[config.mk]
export PLATFORM = sky130hd
export DESIGN_NAME = register_machine_execute_flat
export DESIGN_NICKNAME = d
export VERILOG_FILES = /design/src/hdl/rme_pkg.sv /design/src/hdl/rme_if.sv /design/src/hdl/register_machine_execute.sv /design/src/hdl/rme_regfile.sv /design/src/hdl/rme_alu.sv /design/src/flat_wrapper.sv
export SDC_FILE = /design/constraint.sdc
export NUM_CORES = 1
export LEC_CHECK = 0
export BUFFER_PORTS_ARGS = -buffer_cell sky130_fd_sc_hd__clkbuf_2
export CAP_MARGIN = 5
export CORE_MARGIN = 5
export CORE_UTILIZATION = 50
export DETAILED_ROUTE_END_ITERATION = 7
export PLACE_DENSITY = 0.74
export SETUP_SLACK_MARGIN = 0.3
export SLEW_MARGIN = 15
export SYNTH_ARGS = -nofsm -noshare
export SYNTH_HDL_FRONTEND = slang
export SYNTH_SLANG_ARGS = --single-unit
[constraint.sdc]
create_clock -name i_clk -period 8.1 [get_ports i_clk]
set_input_delay 0.81 -clock i_clk [delete_from_list [all_inputs] [get_ports i_clk]]
set_output_delay 0.81 -clock i_clk [all_outputs]
set_load 0.01 [all_outputs]
[src/hdl/rme_pkg.sv]
// package for the register machine execute block: opcodes, status codes,
// arithmetic unit control types and the register index wrap function
// no dependencies
`default_nettype none

package rme_pkg;

    localparam int NUM_REGS_DEF  = 16;
    localparam int WORD_BITS_DEF = 32;

    localparam int OPC_BITS  = 4;
    localparam int IDX_BITS  = 4;
    localparam int IMM_BITS  = 32;
    localparam int STAT_BITS = 3;
    localparam int READ_BITS = 32;

    typedef enum logic [OPC_BITS-1:0] {
        OP_COPY   = 4'd0,
        OP_LOAD   = 4'd1,
        OP_ADD    = 4'd2,
        OP_SUB    = 4'd3,
        OP_MUL    = 4'd4,
        OP_DIV    = 4'd5,
        OP_BEQ    = 4'd6,
        OP_HALT   = 4'd7,
        OP_PRESET = 4'd8,
        OP_READ   = 4'd9
    } t_opcode;

    typedef enum logic [STAT_BITS-1:0] {
        ST_OK       = 3'd0,
        ST_BRANCH   = 3'd1,
        ST_HALT     = 3'd2,
        ST_NEG_IMM  = 3'd3,
        ST_UNDEF    = 3'd4,
        ST_NEG_SUB  = 3'd5,
        ST_DIV_ZERO = 3'd6
    } t_status;

    typedef enum logic [1:0] {
        ALU_ADD = 2'd0,
        ALU_SUB = 2'd1,
        ALU_MUL = 2'd2,
        ALU_DIV = 2'd3
    } t_alu_op;

    typedef struct packed {
        logic    start;
        t_alu_op op;
    } t_alu_ctl;

    typedef struct packed {
        logic done;
        logic borrow;
    } t_alu_sts;

    // 4-bit register field reduced modulo the register count by compare-subtract
    function automatic logic [8:0] reg_wrap(input logic [IDX_BITS-1:0] raw,
                                            input int unsigned n);
        logic [8:0] v;
        v = {5'b0, raw};
        for (int k = 0; k < 8; k++) begin
            if (v >= 9'(n)) begin
                v = v - 9'(n);
            end
        end
        return v;
    endfunction

endpackage

`default_nettype wire

[src/hdl/rme_if.sv]
// request and result channel interfaces of the register machine execute block
// depends on rme_pkg
`default_nettype none

interface rme_in_if import rme_pkg::*; ();
    logic                       valid;
    logic                       ready;
    logic [OPC_BITS-1:0]        opcode;
    logic [IDX_BITS-1:0]        reg_a;
    logic [IDX_BITS-1:0]        reg_b;
    logic [IDX_BITS-1:0]        reg_dest;
    logic signed [IMM_BITS-1:0] immediate;
    logic                       preset_defined;

    modport source (output valid, opcode, reg_a, reg_b, reg_dest, immediate,
                    preset_defined, input ready);
    modport sink (input valid, opcode, reg_a, reg_b, reg_dest, immediate,
                  preset_defined, output ready);
endinterface

interface rme_out_if import rme_pkg::*; ();
    logic                 valid;
    logic                 ready;
    logic [STAT_BITS-1:0] status;
    logic [READ_BITS-1:0] read_value;
    logic                 read_defined;

    modport source (output valid, status, read_value, read_defined, input ready);
    modport sink (input valid, status, read_value, read_defined, output ready);
endinterface

`default_nettype wire

[src/hdl/register_machine_execute.sv]
// register machine execute unit: top level with the instruction sequencer
// depends on rme_pkg, rme_if, rme_regfile and rme_alu
//
// usage:
//   i_req carries one instruction per request (opcode, register indexes,
//   immediate, preset flag); o_rsp returns exactly one result per request
//   (status, read value, read defined bit), in order.
//   one instruction is worked on at a time: i_req.ready is high only while
//   the sequencer is idle.
//   multiply and divide run on the shared adder, which does one bit per
//   cycle; add and sub use it once. a new request can be taken in the cycle
//   after the result is loaded into the output register.
//   the result sits in an output register; if o_rsp.ready is low the
//   sequencer finishes the next instruction and then waits before writing
//   its result until the register is free.
//   reset clears all defined bits (every register reads undefined, zero),
//   the sequencer and the output valid; register values need no clearing.
`default_nettype none

module register_machine_execute import rme_pkg::*; #(
    parameter int NUM_REGS  = NUM_REGS_DEF,
    parameter int WORD_BITS = WORD_BITS_DEF
) (
    input  logic      i_clk,
    input  logic      i_rst_n,
    rme_in_if.sink    i_req,
    rme_out_if.source o_rsp
);

    localparam int IDX_W = $clog2(NUM_REGS);

    typedef enum logic [4:0] {
        S_IDLE = 5'b00001,
        S_RD   = 5'b00010,
        S_EXEC = 5'b00100,
        S_WAIT = 5'b01000,
        S_DONE = 5'b10000
    } t_state;

    t_state r_state, n_state;

    logic [OPC_BITS-1:0]  r_op;
    logic [IDX_W-1:0]     r_ia, r_ib, r_id;
    logic [IMM_BITS-1:0]  r_imm;
    logic                 r_pdef;

    t_status              r_status, n_status;
    logic [READ_BITS-1:0] r_rv, n_rv;
    logic                 r_rd, n_rd;

    logic                 r_out_valid, n_out_valid;
    t_status              r_out_status;
    logic [READ_BITS-1:0] r_out_rv;
    logic                 r_out_rd;

    logic                 accept;
    logic                 out_load;
    logic [8:0]           wrap_a, wrap_b, wrap_d;
    logic [WORD_BITS-1:0] imm_w;

    logic [WORD_BITS-1:0] rf_va, rf_vb;
    logic                 rf_da, rf_db;
    logic                 rf_wr_en;
    logic [WORD_BITS-1:0] rf_wr_val;
    logic                 rf_wr_def;

    t_alu_ctl             alu_ctl;
    t_alu_sts             alu_sts;
    logic [WORD_BITS-1:0] alu_result;

    assign i_req.ready = (r_state == S_IDLE);
    assign accept      = i_req.valid && i_req.ready;
    assign out_load    = (r_state == S_DONE) && (!r_out_valid || o_rsp.ready);

    assign wrap_a = reg_wrap(i_req.reg_a, NUM_REGS);
    assign wrap_b = reg_wrap(i_req.reg_b, NUM_REGS);
    assign wrap_d = reg_wrap(i_req.reg_dest, NUM_REGS);

    assign imm_w = WORD_BITS'(r_imm);

    rme_regfile #(
        .NUM_REGS  (NUM_REGS),
        .WORD_BITS (WORD_BITS)
    ) u_regfile (
        .i_clk       (i_clk),
        .i_rst_n     (i_rst_n),
        .i_rd_addr_a (r_ia),
        .i_rd_addr_b (r_ib),
        .o_rd_val_a  (rf_va),
        .o_rd_val_b  (rf_vb),
        .o_rd_def_a  (rf_da),
        .o_rd_def_b  (rf_db),
        .i_wr_en     (rf_wr_en),
        .i_wr_addr   (r_id),
        .i_wr_val    (rf_wr_val),
        .i_wr_def    (rf_wr_def)
    );

    rme_alu #(
        .WORD_BITS (WORD_BITS)
    ) u_alu (
        .i_clk    (i_clk),
        .i_rst_n  (i_rst_n),
        .i_ctl    (alu_ctl),
        .i_a      (rf_va),
        .i_b      (rf_vb),
        .o_sts    (alu_sts),
        .o_result (alu_result)
    );

    always_comb begin
        n_state       = r_state;
        n_status      = r_status;
        n_rv          = r_rv;
        n_rd          = r_rd;
        rf_wr_en      = 1'b0;
        rf_wr_val     = imm_w;
        rf_wr_def     = 1'b1;
        alu_ctl.start = 1'b0;
        alu_ctl.op    = ALU_ADD;

        case (r_state)
            S_IDLE: begin
                if (accept) begin
                    n_state = S_RD;
                end
            end
            S_RD: begin
                n_state = S_EXEC;
            end
            S_EXEC: begin
                n_status = ST_OK;
                n_rv     = '0;
                n_rd     = 1'b0;
                n_state  = S_DONE;
                case (r_op)
                    OP_COPY: begin
                        rf_wr_en  = 1'b1;
                        rf_wr_val = rf_va;
                        rf_wr_def = rf_da;
                    end
                    OP_LOAD: begin
                        if (r_imm[IMM_BITS-1]) begin
                            n_status = ST_NEG_IMM;
                        end else begin
                            rf_wr_en = 1'b1;
                        end
                    end
                    OP_ADD, OP_SUB, OP_MUL, OP_DIV: begin
                        if (!(rf_da && rf_db)) begin
                            n_status = ST_UNDEF;
                        end else if (r_op == OP_DIV && rf_vb == '0) begin
                            n_status = ST_DIV_ZERO;
                        end else begin
                            alu_ctl.start = 1'b1;
                            case (r_op)
                                OP_SUB:  alu_ctl.op = ALU_SUB;
                                OP_MUL:  alu_ctl.op = ALU_MUL;
                                OP_DIV:  alu_ctl.op = ALU_DIV;
                                default: alu_ctl.op = ALU_ADD;
                            endcase
                            n_state = S_WAIT;
                        end
                    end
                    OP_BEQ: begin
                        if (!(rf_da && rf_db)) begin
                            n_status = ST_UNDEF;
                        end else if (rf_va == rf_vb) begin
                            n_status = ST_BRANCH;
                        end
                    end
                    OP_HALT: begin
                        n_status = ST_HALT;
                    end
                    OP_PRESET: begin
                        rf_wr_en  = 1'b1;
                        rf_wr_val = r_pdef ? imm_w : '0;
                        rf_wr_def = r_pdef;
                    end
                    OP_READ: begin
                        n_rv = READ_BITS'(rf_va);
                        n_rd = rf_da;
                    end
                    default: ;
                endcase
            end
            S_WAIT: begin
                if (alu_sts.done) begin
                    if (r_op == OP_SUB && alu_sts.borrow) begin
                        n_status = ST_NEG_SUB;
                    end else begin
                        rf_wr_en  = 1'b1;
                        rf_wr_val = alu_result;
                    end
                    n_state = S_DONE;
                end
            end
            S_DONE: begin
                if (out_load) begin
                    n_state = S_IDLE;
                end
            end
            default: begin
                n_state = S_IDLE;
            end
        endcase

        if (out_load) begin
            n_out_valid = 1'b1;
        end else if (o_rsp.ready) begin
            n_out_valid = 1'b0;
        end else begin
            n_out_valid = r_out_valid;
        end
    end

    always_ff @(posedge i_clk) begin
        if (!i_rst_n) begin
            r_state     <= S_IDLE;
            r_out_valid <= 1'b0;
        end else begin
            r_state     <= n_state;
            r_out_valid <= n_out_valid;
        end
    end

    always_ff @(posedge i_clk) begin
        if (accept) begin
            r_op   <= i_req.opcode;
            r_ia   <= wrap_a[IDX_W-1:0];
            r_ib   <= wrap_b[IDX_W-1:0];
            r_id   <= wrap_d[IDX_W-1:0];
            r_imm  <= i_req.immediate;
            r_pdef <= i_req.preset_defined;
        end
        r_status <= n_status;
        r_rv     <= n_rv;
        r_rd     <= n_rd;
        if (out_load) begin
            r_out_status <= r_status;
            r_out_rv     <= r_rv;
            r_out_rd     <= r_rd;
        end
    end

    assign o_rsp.valid        = r_out_valid;
    assign o_rsp.status       = r_out_status;
    assign o_rsp.read_value   = r_out_rv;
    assign o_rsp.read_defined = r_out_rd;

    // the arithmetic unit only finishes while the sequencer waits for it
    a_alu_done_in_wait: assert property (@(posedge i_clk) disable iff (!i_rst_n)
        alu_sts.done |-> r_state == S_WAIT)
        else $error("arithmetic unit finished outside the wait state");

    // an accepted request always goes on to the register read
    a_accept_to_read: assert property (@(posedge i_clk) disable iff (!i_rst_n)
        accept |=> r_state == S_RD)
        else $error("accepted request did not start a register read");

    // register writes come only from execute or arithmetic completion
    a_write_window: assert property (@(posedge i_clk) disable iff (!i_rst_n)
        rf_wr_en |-> (r_state == S_EXEC || (r_state == S_WAIT && alu_sts.done)))
        else $error("register file written outside execution");

endmodule

`default_nettype wire

[src/hdl/rme_regfile.sv]
// register file: value memory with two registered read ports and one write
// port, plus a defined bit per register cleared at reset; depends on rme_pkg
`default_nettype none

module rme_regfile import rme_pkg::*; #(
    parameter int NUM_REGS  = NUM_REGS_DEF,
    parameter int WORD_BITS = WORD_BITS_DEF
) (
    input  logic                         i_clk,
    input  logic                         i_rst_n,
    input  logic [$clog2(NUM_REGS)-1:0]  i_rd_addr_a,
    input  logic [$clog2(NUM_REGS)-1:0]  i_rd_addr_b,
    output logic [WORD_BITS-1:0]         o_rd_val_a,
    output logic [WORD_BITS-1:0]         o_rd_val_b,
    output logic                         o_rd_def_a,
    output logic                         o_rd_def_b,
    input  logic                         i_wr_en,
    input  logic [$clog2(NUM_REGS)-1:0]  i_wr_addr,
    input  logic [WORD_BITS-1:0]         i_wr_val,
    input  logic                         i_wr_def
);

    logic [WORD_BITS-1:0] mem [NUM_REGS];
    logic [NUM_REGS-1:0]  r_def;
    logic [WORD_BITS-1:0] r_rd_a;
    logic [WORD_BITS-1:0] r_rd_b;
    logic                 r_def_a;
    logic                 r_def_b;

    always_ff @(posedge i_clk) begin
        if (i_wr_en) begin
            mem[i_wr_addr] <= i_wr_val;
        end
        r_rd_a <= mem[i_rd_addr_a];
        r_rd_b <= mem[i_rd_addr_b];
    end

    always_ff @(posedge i_clk) begin
        if (!i_rst_n) begin
            r_def   <= '0;
            r_def_a <= 1'b0;
            r_def_b <= 1'b0;
        end else begin
            if (i_wr_en) begin
                r_def[i_wr_addr] <= i_wr_def;
            end
            r_def_a <= r_def[i_rd_addr_a];
            r_def_b <= r_def[i_rd_addr_b];
        end
    end

    // an undefined register always reads as zero, memory is never cleared
    assign o_rd_val_a = r_def_a ? r_rd_a : '0;
    assign o_rd_val_b = r_def_b ? r_rd_b : '0;
    assign o_rd_def_a = r_def_a;
    assign o_rd_def_b = r_def_b;

endmodule

`default_nettype wire

[src/hdl/rme_alu.sv]
// shared arithmetic unit: one adder/subtractor used once for add and sub,
// and once per bit for shift-add multiply and restoring divide; depends on rme_pkg
`default_nettype none

module rme_alu import rme_pkg::*; #(
    parameter int WORD_BITS = WORD_BITS_DEF
) (
    input  logic                 i_clk,
    input  logic                 i_rst_n,
    input  t_alu_ctl             i_ctl,
    input  logic [WORD_BITS-1:0] i_a,
    input  logic [WORD_BITS-1:0] i_b,
    output t_alu_sts             o_sts,
    output logic [WORD_BITS-1:0] o_result
);

    localparam int CNT_W = $clog2(WORD_BITS);

    logic                 r_busy;
    logic                 r_done;
    logic                 r_borrow;
    t_alu_op              r_op;
    logic [CNT_W-1:0]     r_cnt;
    logic [WORD_BITS-1:0] r_acc;
    logic [WORD_BITS-1:0] r_q;
    logic [WORD_BITS-1:0] r_b;

    logic                 is_sub;
    logic [WORD_BITS:0]   t;
    logic [WORD_BITS-1:0] y;
    logic [WORD_BITS+1:0] sum;

    always_comb begin
        is_sub = (r_op == ALU_SUB) || (r_op == ALU_DIV);
        case (r_op)
            ALU_MUL: t = {r_acc, 1'b0};
            ALU_DIV: t = {r_acc, r_q[WORD_BITS-1]};
            default: t = {1'b0, r_q};
        endcase
        y   = (r_op == ALU_MUL && !r_q[WORD_BITS-1]) ? '0 : r_b;
        // top bit of sum is the borrow when subtracting
        sum = {1'b0, t} + (is_sub ? ~{2'b0, y} : {2'b0, y}) + (WORD_BITS+2)'(is_sub);
    end

    always_ff @(posedge i_clk) begin
        if (!i_rst_n) begin
            r_busy <= 1'b0;
            r_done <= 1'b0;
            r_op   <= ALU_ADD;
            r_cnt  <= '0;
        end else begin
            r_done <= 1'b0;
            if (i_ctl.start) begin
                r_busy <= 1'b1;
                r_op   <= i_ctl.op;
                r_cnt  <= CNT_W'(WORD_BITS - 1);
            end else if (r_busy) begin
                if (r_op == ALU_ADD || r_op == ALU_SUB || r_cnt == '0) begin
                    r_busy <= 1'b0;
                    r_done <= 1'b1;
                end else begin
                    r_cnt <= r_cnt - 1'b1;
                end
            end
        end
    end

    always_ff @(posedge i_clk) begin
        if (i_ctl.start) begin
            r_q      <= i_a;
            r_b      <= i_b;
            r_acc    <= '0;
            r_borrow <= 1'b0;
        end else if (r_busy) begin
            case (r_op)
                ALU_ADD, ALU_SUB: begin
                    r_acc    <= sum[WORD_BITS-1:0];
                    r_borrow <= sum[WORD_BITS+1];
                end
                ALU_MUL: begin
                    r_acc <= sum[WORD_BITS-1:0];
                    r_q   <= {r_q[WORD_BITS-2:0], 1'b0};
                end
                ALU_DIV: begin
                    // restore on borrow, quotient bit shifts in from the right
                    r_acc <= sum[WORD_BITS+1] ? t[WORD_BITS-1:0] : sum[WORD_BITS-1:0];
                    r_q   <= {r_q[WORD_BITS-2:0], ~sum[WORD_BITS+1]};
                end
                default: ;
            endcase
        end
    end

    assign o_sts    = '{done: r_done, borrow: r_borrow};
    assign o_result = (r_op == ALU_DIV) ? r_q : r_acc;

endmodule

`default_nettype wire

[src/flat_wrapper.sv]
// flat-port wrapper written by rule: the top's interface ports become plain ports
module register_machine_execute_flat import rme_pkg::*;
#(
    parameter int NUM_REGS  = NUM_REGS_DEF,
    parameter int WORD_BITS = WORD_BITS_DEF
)
  (i_clk, i_rst_n, i_req_valid, i_req_opcode, i_req_reg_a, i_req_reg_b, i_req_reg_dest, i_req_immediate, i_req_preset_defined, i_req_ready, o_rsp_valid, o_rsp_status, o_rsp_read_value, o_rsp_read_defined, o_rsp_ready);
  rme_in_if i_req_i ();
  rme_out_if o_rsp_i ();
  input  logic i_clk;
  input  logic i_rst_n;
  input wire logic [$bits(i_req_i.valid)-1:0] i_req_valid;
  input wire logic [$bits(i_req_i.opcode)-1:0] i_req_opcode;
  input wire logic [$bits(i_req_i.reg_a)-1:0] i_req_reg_a;
  input wire logic [$bits(i_req_i.reg_b)-1:0] i_req_reg_b;
  input wire logic [$bits(i_req_i.reg_dest)-1:0] i_req_reg_dest;
  input wire logic [$bits(i_req_i.immediate)-1:0] i_req_immediate;
  input wire logic [$bits(i_req_i.preset_defined)-1:0] i_req_preset_defined;
  output wire logic [$bits(i_req_i.ready)-1:0] i_req_ready;
  output wire logic [$bits(o_rsp_i.valid)-1:0] o_rsp_valid;
  output wire logic [$bits(o_rsp_i.status)-1:0] o_rsp_status;
  output wire logic [$bits(o_rsp_i.read_value)-1:0] o_rsp_read_value;
  output wire logic [$bits(o_rsp_i.read_defined)-1:0] o_rsp_read_defined;
  input wire logic [$bits(o_rsp_i.ready)-1:0] o_rsp_ready;
  assign i_req_i.valid = i_req_valid;
  assign i_req_i.opcode = i_req_opcode;
  assign i_req_i.reg_a = i_req_reg_a;
  assign i_req_i.reg_b = i_req_reg_b;
  assign i_req_i.reg_dest = i_req_reg_dest;
  assign i_req_i.immediate = i_req_immediate;
  assign i_req_i.preset_defined = i_req_preset_defined;
  assign i_req_ready = i_req_i.ready;
  assign o_rsp_valid = o_rsp_i.valid;
  assign o_rsp_status = o_rsp_i.status;
  assign o_rsp_read_value = o_rsp_i.read_value;
  assign o_rsp_read_defined = o_rsp_i.read_defined;
  assign o_rsp_i.ready = o_rsp_ready;
  register_machine_execute #(.NUM_REGS(NUM_REGS), .WORD_BITS(WORD_BITS)) u_core (.i_clk(i_clk), .i_rst_n(i_rst_n), .i_req(i_req_i), .o_rsp(o_rsp_i));
endmodule
# After elaboration in Yosys (flattened, before gate mapping)

Memory sizes are Yosys's and may differ from the RTL's. A register that Yosys moved wholly into a read port is not among the register bits.
Index checks and enable logic that the tools add are counted.

Latch bits: 0
Bits in writable memories: 512
Word-level logic and storage cells: 153
Output and inout port bits: 38
Memory bits (read-only): 0
Input bits: 53
Register bits after elaboration: 251
Memories: 1

Muxes and demuxes: 62
Bitwise gates (word level): 4
$mul: 0
Reduce and logical (&&, ||, !) cells: 31
Shift-type cells: 0
Order comparisons: 4
Div/mod/pow operators: 0
Add/sub/neg operators: 3
Eq/ne operators: 23

Memories:

| memory               | depth | width | read ports | clocked after Yosys merged registers in | write ports | line              | text |
|---|---|---|---|---|---|---|---|
| u_core.u_regfile.mem | 16    | 32    | 2          | 2                                       | 1           | rme_regfile.sv:23 | `logic [WORD_BITS-1:0] mem [NUM_REGS];` |

Operator list:

| kind                                                       | number |
|---|---|
| two-way mux 32 bit                                         | 10 |
| case mux 32 bit (2 select lines)                           | 4 |
| case mux 33 bit (2 select lines)                           | 1 |
| two-way mux 5 bit                                          | 9 |
| adder 33 x 34 -> 34 bit                                    | 1 |
| adder 34 x 1 -> 34 bit                                     | 1 |
| two-way mux 34 bit                                         | 1 |
| NOT 32 -> 34 bit                                           | 1 |
| equality test 32 bit                                       | 1 |
| zero test 32 bit                                           | 1 |
| two-way mux 3 bit                                          | 9 |
| case mux 5 bit (5 select lines)                            | 1 |
| bitwise mux 16 bit                                         | 1 |
| equality test 4 x 3 -> 1 bit, second input constant        | 4 |
| two-way mux 1 bit                                          | 16 |
| less-than comparator 4 x 5 -> 1 bit, second input constant | 3 |
| case mux 3 bit (4 select lines)                            | 1 |
| binary-select mux 1 bit (select 4 bit)                     | 2 |
| equality test 4 x 2 -> 1 bit, second input constant        | 2 |
| equality test 4 bit, second input constant                 | 2 |
| logical AND 1 bit                                          | 7 |
| inequality test 2 x 1 -> 1 bit, second input constant      | 3 |
| case mux 1 bit (2 select lines)                            | 3 |
| case mux 2 bit (3 select lines)                            | 1 |
| 27 further kinds                                           | 42 |

# Longest topological paths before layout

Word-level depth: 11
Depth in mapped cells: 17
Depth with buffers taken out: 13

# Modules after synthesis

From an unflattened synthesis, not the netlist that was laid out.

Cell total of the unflattened synthesis: 2383
Area, all modules: 38615.8 um^2

By module, submodules not included:

| module                   | seq. area each (um^2) | cells each | times used | area each (um^2) |
|---|---|---|---|---|
| rme_regfile              | 17016.3               | 1315       | 1          | 26055.0 |
| rme_alu                  | 2762.6                | 701        | 1          | 7098.1 |
| register_machine_execute | 3753.6                | 367        | 1          | 5462.7 |

# Worst setup path before layout

OpenSTA, ideal clock, no wires.

Path kind: register to register
Start point: reg u_core.r_state[4]
End point: reg u_core.u_regfile.r_def[0]
Setup slack: 3.272 ns
Arrival: 4.570 ns
Setup time: 0.259 ns
Period minus slack after synthesis: 4.828 ns
Data required time: 7.841 ns
Stages on the path, launching flop included: 9
Buffers on the path: 0
Cell sequence: dfxtp_1 > nor3_1 > nand3b_1 > inv_1 > a32o_1 > nor2b_1 > nand2b_1 > nor3_1 > a311oi_1

Cells in the longest elaborated chain, start to end: 3
Elaborated cells between the ends (all ways): 5
Those cells by class: eq/ne (2); mux (3)

RTL lines:

| what                            | line                            | text |
|---|---|---|
| from (decl)                     | register_machine_execute.sv:40  | `t_state r_state, n_state;` |
| from (signal assigned)          | register_machine_execute.sv:222 | `r_state <= n_state;` |
| equality test 5 x 3 -> 1 bit    | register_machine_execute.sv:122 | `case (r_state)` |
| two-way mux 1 bit               | register_machine_execute.sv:122 |  |
| bitwise mux 16 bit              | rme_regfile.sv:45               | `r_def[i_wr_addr] <= i_wr_def;` |
| to (signal, indexed assignment) | rme_regfile.sv:45               |  |
| to (decl)                       | rme_regfile.sv:24               | `logic [NUM_REGS-1:0] r_def;` |

Parallel ways exist; a longest one is shown, timed or not.
A chain may end at the register's enable or synchronous reset.

# Worst setup path after layout

Start point: reg u_core.u_alu.r_op[1]
End point: reg u_core.u_alu.r_acc[30]

Cells in the longest elaborated chain, start to end: 9
Elaborated cells between the ends (all ways): 15
Those cells by class: add/sub (2); eq/ne (3); mux (5); bitwise (1); reduce/logical (4)

RTL lines:

| what                                 | line                                        | text |
|---|---|---|
| from (decl)                          | rme_alu.sv:22                               | `t_alu_op r_op;` |
| from (signal assigned)               | rme_alu.sv:55                               | `r_op <= i_ctl.op;` |
| equality test 2 bit                  | rme_alu.sv:35, rme_alu.sv:40, rme_alu.sv:75 |  |
| logical AND 1 bit                    | rme_alu.sv:40                               | `y = (r_op == ALU_MUL && !r_q[WORD_BITS-1]) ? '0 : r_b;` |
| two-way mux 32 bit                   | rme_alu.sv:40                               |  |
| NOT 32 -> 34 bit                     | rme_alu.sv:42                               | `sum = {1'b0, t} + (is_sub ? ~{2'b0, y} : {2'b0, y}) + (WORD_BITS+2)'(is_sub);` |
| two-way mux 34 bit                   | rme_alu.sv:42                               |  |
| adder 33 x 34 -> 34 bit              | rme_alu.sv:42                               |  |
| adder 34 x 1 -> 34 bit               | rme_alu.sv:42                               |  |
| two-way mux 32 bit                   | rme_alu.sv:86                               | `r_acc <= sum[WORD_BITS+1] ? t[WORD_BITS-1:0] : sum[WORD_BITS-1:0];` |
| case mux 32 bit (2 select lines) (*) | rme_alu.sv:75                               | `case (r_op)` |
| to (signal assigned)                 | rme_alu.sv:77                               | `r_acc <= sum[WORD_BITS-1:0];` |
| to (signal assigned)                 | rme_alu.sv:81                               | `r_acc <= sum[WORD_BITS-1:0];` |
| to (signal assigned)                 | rme_alu.sv:86                               |  |
| to (decl)                            | rme_alu.sv:24                               | `logic [WORD_BITS-1:0] r_acc;` |

Mark *: on every way between the ends. The rest lies on a longest branch, timed or not.

==> metrics.md <==
| Metric | Value |
|---|---|
| CP max stage cell | dfxtp_2 |
| CTS Buf Count | 85 |
| Finished Layout Cells | 3636 |
| CTS tree | built |
| Synthesized cell area | 0.0383 mm2 |
| Placer Congestion | 0.941 |
| Post_cts resized | 0 |
| Most frequent cells in the layout | edfxtp_1, mux4_2, nand2_1 |
| Maximum clock path buffer count | 3 |
| Grt ovf | 0 |
| Commonest non-fill, non-tap cell in the layout | edfxtp_1 |
| Vias in the first global route | 24300 |
| Pin count of the biggest net entering global routing | 86 |
| Cell-internal power | 7.51 mW |
| CP bufs+invs | 3 |
| Core area | 0.0759 mm2 |
| Hold WC Path Type | input pin to flop |
| # setup viols final | 0 |
| DPL Wire Length | 66000 um |
| Final Hold Fails | 0 |
| Total setup buffers inserted after CTS | 0 |
| Worst skew pair latency | 0.65 ns |
| Min-Delay Startpoint | i_req_immediate[17] |
| Avg Inst Size Synth | 15.6 um2 |
| Crit-path cells | buf_4 -> mux2i_1 -> inv_1 -> ha_1 -> and4b_1 -> a311o_1 -> nor3b_1 -> o21ai_2 -> a311oi_1 -> nor3_4 -> buf_4 -> mux2i_1 -> or4_1 -> o22ai_1 |
| Hold Buf Count CTS | 0 |
| Post-route setup TNS | 0 ns |
| Sw frac | 0.235 |
| Sequential area share after synthesis | 0.615 |
| First-pass GRT wire length | 159000 um |
| Cell variety after synth | 68 |
| Area grow syn2layout | 12.5% |
| Clock Skews | 0.0234 ns |
| Multi-input logic area | 0.0141 mm2 |
| Max-Cap Viols | 0 |
| Filler cells | 5672 |
| Synth Warn # | 0 |
| Critical Path Sink Type | flop |
| Die height | 287 um |
| Syn Inst Count | 2446 |
| Critical path peak fanout | 45 |
| CP Class | flop to flop |
| Part of the power in combinational logic | 0.085 |
| Synth Net Count | 2534 |
| Placed cell count | 3479 |
| Wire length per cell | 29.2 um |
| EDFF count, synth | 697 |
| Sw power | 2.30 mW |
| Initial Utilization | 0.504 |
| GRT Overall Usage | 0.257 |
| Crit-path leading delay family | buffers and inverters |
| Final core utilization | 0.567 |
| Worst hold endpoint | u_core.imm_w[17] |
| Initial antenna violation count | 1 |
| FFs w/ async S/R, synth | 0 |
| CTS sink count | 827 |
| Layout cells sized above 1 | 0.267 |
| Critical Path Source Type | flop |
| Launching point of the worst reg2reg path | u_core.u_alu.r_op[1] |
| Register area | 0.0235 mm2 |
| Max-slew violations | 0 |
| Max frequency | 212 MHz |
| Initial drt markers | 2954 |
| Via/cell ratio | 6.57 |
| RSZ-0062 raised after global routing | false |
| Clock transition at the registers of the reported paths | 0.06 ns |
| Hold slack | 0.341 ns |
| Clock Tree Root | clkbuf_16 |
| Sequential power share | 0.502 |
| Slew Limit Headroom | 0.151 |
| Synthesized flop and latch total | 827 |
| Die W | 287 um |
| Critical Path RT | 8.66 ns |
| Routed wire length | 106000 um |
| Vias | 23900 |
| Die Area | 0.0822 mm2 |
| Slew @ Worst Pin | 1.26 ns |
| Worst hold path depth | 1 |
| Pwr Density | 228 mW/mm2 |
| R2r endpoint | u_core.u_alu.r_acc[30] |
| Final ANT Viol Nets | 0 |
| Slowest stage delay, CP | 0.88 ns |
| Outcome | complete, no violations |
| 1st-pass router iterations | 5 |
| Antenna cell count | 0 |
| Worst-case vdd ir drop | 146 uV |
| Final nets | 2624 |
| Setup slack, reg-to-reg | 3.38 ns |
| Clock share of power | 0.413 |
| Post-synth top flop | edfxtp_1 |
| DRC | 0 |
| Fin crit period | 4.72 ns |
| Num rows | 101 |
| P_leak | 14.6 nW |
| I/O pin total | 91 |
| Port-buffer cells | 90 |
| Crit path DAT | 5.28 ns |
| H-tree levels | 3 |
| Tcrit/Tclk final | 0.583 |
| Reg2reg path depth | 14 |
synth_stat cells (all sizes together) (5+ instances only):
cell type / number / share of area
mux2i: 14 / 0.0037
a32oi: 5 / 0.0011
a311oi: 19 / 0.0043
nand2: 193 / 0.019
a221oi: 5 / 0.0013
nand3: 110 / 0.015
dfxtp: 130 / 0.068
a21o: 15 / 0.0029
o21a: 5 / 0.00098
xnor2: 48 / 0.011
a22oi: 39 / 0.0076
inv: 46 / 0.0045
xor2: 24 / 0.0055
nand3b: 11 / 0.0022
mux4: 330 / 0.19
ha: 34 / 0.011
edfxtp: 697 / 0.55
mux2: 32 / 0.0094
o21ai: 121 / 0.016
nor2b: 14 / 0.0023
nand2b: 12 / 0.0020
a211oi: 14 / 0.0027
nor3: 12 / 0.0019
clkbuf: 129 / 0.013
nor4: 12 / 0.0020
o22ai: 8 / 0.0013
and3: 10 / 0.0016
buf: 37 / 0.0037
nand4: 9 / 0.0015
o211ai: 5 / 0.00098
a21oi: 59 / 0.0077
nor2: 125 / 0.012
and2: 49 / 0.0080
a31oi: 20 / 0.0033
sequential cells by signal, summed over array words and instances, names as in the netlist, 5 cells and up:
signal                   cells
u_core.o_rsp.read_value     32
u_core.u_regfile.mem       512
u_core.u_alu.r_b            32
u_core.u_regfile.r_rd_b     32
u_core.imm_w                32
u_core.r_state               5
u_core.u_regfile.r_rd_a     32
u_core.u_alu.r_acc          32
u_core.r_rv                 32
u_core.u_regfile.r_def      16
u_core.u_alu.r_q            32
u_core.u_alu.r_cnt           5
per-stage QoR:
step                cell area [um2]  power (mW)  setup WS, ns
finish                        43100        9.81          3.38
global placement              40200        5.80          3.53
detailed placement            40200        5.83          3.43
global route                  43100        10.1          3.03
CTS                           43100        9.84          3.43
floorplan                     38300        5.47          3.27
power groups by stage:
| stage | Clock [mW] | Combinational, mW | Sequential, mW |
|---|---|---|---|
| detailed placement | 0 | 0.825 | 5.00 |
| global route | 4.30 | 0.884 | 4.92 |
| finish | 4.06 | 0.830 | 4.93 |
| CTS | 4.10 | 0.833 | 4.91 |
| global placement | 0 | 0.802 | 5.00 |
| floorplan | 0 | 0.572 | 4.90 |
area by class of cell:
type | instances | area share
Tap cell | 1030 | 0.0299
Clock buffer | 111 | 0.0533
Timing Repair Buffer | 169 | 0.0246
Clock inverter | 46 | 0.0139
Inverter | 46 | 0.00401
Sequential cell | 827 | 0.547
Multi-Input combinational cell | 1407 | 0.328
cells by family after synthesis:
group	count (synthesis)	synth area share
flops	827	0.615
fa+ha+maj	35	0.0116
compound gates	351	0.0585
simple gates	573	0.0705
buf+inv	212	0.0209
mux	376	0.207
xor+xnor	72	0.0165
how the worst max path moves through the flow:
| stage | from | endpoint | slack [ns] | cells after the start |
|---|---|---|---|---|
| floorplan | u_core.r_state[4] | u_core.u_regfile.r_def[0] | 3.27 | 8 |
| global placement | u_core.u_alu.r_op[1] | u_core.u_alu.r_acc[30] | 3.53 | 14 |
| detailed placement | u_core.u_alu.r_op[1] | u_core.u_alu.r_acc[31] | 3.43 | 13 |
| CTS | u_core.u_alu.r_op[1] | u_core.u_alu.r_acc[31] | 3.43 | 13 |
| global route | u_core.u_alu.r_op[1] | u_core.u_alu.r_acc[30] | 3.03 | 14 |
| finish | u_core.u_alu.r_op[1] | u_core.u_alu.r_acc[30] | 3.38 | 14 |
per-layer routing:
layer | vias up | wire length (um) | GRT usage | part of all wire
met4 | 0 | 4590 | 0.0987 | 0.043
met5 | - | 0 | 0 | 0
met2 | 1451 | 53300 | 0.432 | 0.50
met3 | 268 | 10400 | 0.0544 | 0.098
met1 | 12200 | 37800 | 0.333 | 0.36
li1 | 9975 | - | - | -
(Power assumes the default switching activity.)
